$ cat config.mk
export PLATFORM = sky130hd
export DESIGN_NAME = sjis_cmd_fifo
export DESIGN_NICKNAME = d
export VERILOG_FILES = /design/src/design/sjis_pkg.sv /design/src/design/sjis_cmd_fifo.sv
export SDC_FILE = /design/constraint.sdc
export NUM_CORES = 1
export LEC_CHECK = 0
export BUFFER_PORTS_ARGS = -buffer_cell sky130_fd_sc_hd__buf_4
export CAP_MARGIN = 20
export CORE_ASPECT_RATIO = 1.5
export CORE_UTILIZATION = 25
export CTS_CLUSTER_SIZE = 40
export DETAILED_ROUTE_END_ITERATION = 8
export PLACE_DENSITY = 0.52
export SLEW_MARGIN = 20
export SYNTH_ARGS = -nofsm -noshare
export SYNTH_HDL_FRONTEND = slang
export SYNTH_SLANG_ARGS = --single-unit
$ cat constraint.sdc
create_clock -name clk -period 9.55 [get_ports clk]
set_input_delay 0.4775 -clock clk [delete_from_list [all_inputs] [get_ports clk]]
set_output_delay 0.4775 -clock clk [all_outputs]
set_load 0.02 [all_outputs]
$ cat src/design/sjis_pkg.sv
// Shared types and constants for the Shift-JIS to UTF-16 stream decoder.
// Holds the command record passed from the front end to the back end.
// Used by every module of the decoder; depends on nothing else.
package sjis_pkg;

  // Code table geometry.
  localparam int TABLE_DEPTH = 65536;
  localparam int TABLE_AW    = $clog2(TABLE_DEPTH);

  // Command queue geometry.
  localparam int FIFO_DEPTH = 4;
  localparam int FIFO_AW    = $clog2(FIFO_DEPTH);

  // Input operation codes.
  localparam logic OP_WRITE = 1'b0;
  localparam logic OP_BYTE  = 1'b1;

  // Byte classes.
  localparam logic [7:0] LEAD_A_LO = 8'h81;
  localparam logic [7:0] LEAD_A_HI = 8'h9f;
  localparam logic [7:0] LEAD_B_LO = 8'he0;
  localparam logic [7:0] LEAD_B_HI = 8'hfc;
  localparam logic [7:0] KANA_LO   = 8'ha0;
  localparam logic [7:0] KANA_HI   = 8'hdf;

  // Half-width katakana offset into the UTF-16 range.
  localparam logic [15:0] KANA_OFFSET = 16'hfec0;

  // Result kinds.
  typedef enum logic [1:0] {
    KIND_CHAR = 2'd0,
    KIND_TERM = 2'd1,
    KIND_OVF  = 2'd2
  } kind_t;

  // One result to be delivered.
  typedef struct packed {
    kind_t       kind;
    logic [15:0] unit;        // unit value when not taken from the table
    logic        from_table;  // unit comes from the table read
    logic [15:0] pos;         // destination index
    logic [15:0] cnt;         // units written after this result
    logic        last;
  } res_t;

  // One command for the back end: a table write or one or two results.
  typedef struct packed {
    logic                is_write;
    logic [TABLE_AW-1:0] addr;
    logic [15:0]         wdata;
    res_t                r0;
    logic                has_r1;
    res_t                r1;
  } cmd_t;

endpackage

$ cat src/design/sjis_cmd_fifo.sv
// Short command queue between the decoder front end and back end.
// Holds sjis_pkg::cmd_t records; depends on sjis_pkg.
module sjis_cmd_fifo (
  input  logic           clk,
  input  logic           rst,
  input  logic           push,
  input  sjis_pkg::cmd_t push_cmd,
  input  logic           pop,
  output sjis_pkg::cmd_t head,
  output logic           empty,
  output logic           full
);

  sjis_pkg::cmd_t entries [sjis_pkg::FIFO_DEPTH];

  logic [sjis_pkg::FIFO_AW-1:0] wr_ptr;
  logic [sjis_pkg::FIFO_AW-1:0] rd_ptr;
  logic [sjis_pkg::FIFO_AW:0]   count;
  logic                         do_push;
  logic                         do_pop;

  assign empty   = count == '0;
  assign full    = count == (sjis_pkg::FIFO_AW+1)'(sjis_pkg::FIFO_DEPTH);
  assign do_push = push && !full;
  assign do_pop  = pop && !empty;
  assign head    = entries[rd_ptr];

  // Pointers and fill count.
  always_ff @(posedge clk) begin
    if (rst) begin
      wr_ptr <= '0;
      rd_ptr <= '0;
      count  <= '0;
    end else begin
      if (do_push) begin
        wr_ptr <= wr_ptr + 1'b1;
      end
      if (do_pop) begin
        rd_ptr <= rd_ptr + 1'b1;
      end
      if (do_push && !do_pop) begin
        count <= count + 1'b1;
      end else if (do_pop && !do_push) begin
        count <= count - 1'b1;
      end
    end
  end

  // Entry storage.
  always_ff @(posedge clk) begin
    if (do_push) begin
      entries[wr_ptr] <= push_cmd;
    end
  end

endmodule

==> results.ini <==
[grt]
gr-usage-all-layers = 0.107
grt_max_degree = 57
antenna_found_initial = 6
grt_pass1_wl_mm = 66.1
overflow = 0
grt_pass1_vias = 10200

[synthesis]
ys_seq_area_frac = 0.818
synthTopCellsByArea = edfxtp_1 81%, mux4_2 15%, buf_12 1.1%
syn_area_um2 = 20500
synth_nets = 917
synth.largest_area_cell = edfxtp_1
synthCells = 769
synth_top_flop_cell = edfxtp_1
yosysUniqueCellTypes = 23
ys_top_cells_by_count = 552 x edfxtp_1, 138 x mux4_2, 13 x buf_2
yosys_register_bits = 561
yosysWarnings = 0
synth-async-reset-ratio = 0
syn_avg_cell_area_um2 = 26.6
synth_enable_flop_cells = 552
yosys.area.top_type_share = 0.809
yosys.cell_count.top_type = edfxtp_1

[die]
initial_core_util = 0.252
die_h_um = 353
rows = 128
fp.coreArea_um2 = 81200
io_pins = 282
die_w_um = 236
die-area_um2 = 83100

[sta]
fin_crit_sh = 0.430
timing.fmax_mhz = 244
tightest_slew_ns = 0.981
drv_slew = 0
rsz0062_at_grt = no
tns_ns = 0
period_minus_slack_ns = 4.11
fin_ws_ns = 5.44
hold_violations = 0
skew_ns = 0.0183
setup_viol = 0
relSlewSlack = 0.346

[setup_path]
crit_required_ns = 9.07
arrival_ns = 3.63
path_max_fanout = 43
r2r-end = entries[1][79]
path_class = flop to output pin
r2r_setup_slack_ns = 6.50
cp-end-kind = output pin
crit_top_cell = buf_4
slowest_delay_ns = 0.78
r2r_cells = 4
path_cells = buf_4, buf_4, mux4_2, buf_4
cp_slowest_cell = buf_4
r2r_start = count[0]
critPathLaunchType = flop

[power_and_ir_drop]
clockPowerShare = 0.319
p_int_mw = 5.14
ir_worst_vdd_uv = 215
seqPwrFrac = 0.428
pwr_density_cell_nw_per_um2 = 279
power_switching_mw = 1.99
finalPower_mw = 7.13
leakage_nw = 8.33
p_comb_frac = 0.253
sw_frac_of_total = 0.279

[placement]
port_buffers = 281
pre_cts_ws_ns = 5.84
dp_hpwl_mm = 26.7
gp_congestion = 0.697

[run]
drv_cap = 0

[routing]
wl_per_cell_um = 20.4
totalWireLength_mm = 44.4
ant_nets = 0
drc = 0
drt_iter0_markers = 451
first_pass_iters = 4
vias = 9133
viasPerCell = 4.20

[min_path]
whs_endpoint = entries[3][1]
worstHoldStart = push_cmd[1]
min_path_type = input port to flop
holdPathStages = 1

[clock_tree]
post_cts_buffers = 0
cts_buffers = 55
cts-root-buf = clkbuf_16
cts_tree = yes
htreeDepth = 2
clkTransAtPathRegs_ns = 0.06
cts.sinks = 561
ctsHoldBuffers = 0
clkLatencyLatePin_ns = 0.60
cts_resized = 0
clk_path_buf_depth = 3

[final_layout]
fin_nets = 1236
drive_gt1_frac = 0.463
area_growth_pct = 24.9

[status]
status = complete, no violations

state kept, by name (all words and copies together), names as in the netlist, named ones only:
register	count
count	3
wr_ptr	2
entries	552
rd_ptr	2
worst max-delay path: cells and delay by family, from the launching register on:
family | cells | cell delay [ns]
mux | 1 | 0.63
flops | 1 | 0.68
buf+inv | 3 | 1.57
worst max-delay path by stage:
stage / end / startpoint / cells after the start
finish: head[92] / flop / 4
global route: head[92] / flop / 4
CTS: head[92] / flop / 4
detailed placement: head[92] / flop / 4
global placement: head[92] / flop / 4
floorplan: entries[0][0] / count[0] / 3
layout make-up:
cell class / instances / area [um^2]
repair buffers: 294 / 2210
diodes: 1 / 2.50
fillers: 7743 / 55600
clock buffers: 63 / 1430
flip-flops and latches: 561 / 16800
well taps: 1040 / 1300
clock inverters: 40 / 488
multi-input cells: 172 / 3380
inverters: 4 / 15.0
power groups by stage:
| stage | Clock [mW] | Sequential (mW) | Combinational [mW] |
|---|---|---|---|
| 2_1_floorplan | 0 | 3.07 | 1.25 |
| 5_1_grt | 2.43 | 3.08 | 1.92 |
| 3_3_place_gp | 0 | 3.10 | 1.85 |
| 3_5_place_dp | 0 | 3.11 | 1.87 |
| 6_report | 2.27 | 3.05 | 1.80 |
| 4_1_cts | 2.35 | 3.06 | 1.87 |
placed cells by master, fill, tap and decap left out, types with 3 or more instances in the layout:
master and instances:
and2_4 4, buf_4 294, bufinv_16 10, clkbuf_1 7, clkbuf_16 56, clkinv_1 9
clkinv_2 8, clkinv_4 3, clkinvlp_4 6, dfxtp_1 7, edfxtp_1 552, ha_1 5
inv_1 4, inv_6 3, mux4_2 138, nor2_1 6, xor2_1 4
cell families (layout without fill, tap and decap cells):
| logic type | after synthesis | count (layout) | share of synthesized area |
|---|---|---|---|
| flops | 561 | 561 | 0.818 |
| xor+xnor | 4 | 4 | 0.00171 |
| other cells | 0 | 1 | 0 |
| mux | 140 | 140 | 0.153 |
| fa+ha+maj | 6 | 6 | 0.00403 |
| buf+inv | 36 | 401 | 0.0178 |
| simple gates | 16 | 16 | 0.00415 |
| compound gates | 6 | 6 | 0.00177 |
metal layers:
metal  global-route usage  share of wire
met5                    0         0.0013
met4               0.0397          0.028
met1                0.119           0.38
met3               0.0320          0.066
met2                0.191           0.52
stage by stage:
stage	std cells	cell area (um^2)	util	hold slack, ns
finish	2175	25600	0.315	0.0718
global route	2175	25600	0.315	0.0344
CTS	2174	25600	0.315	0.0120
detailed placement	2071	23700	0.291	0.517
global placement	2071	23700	0.291	0.495
floorplan	769	20500	-	0.482
Note: power is estimated with default switching activity, not from simulation.
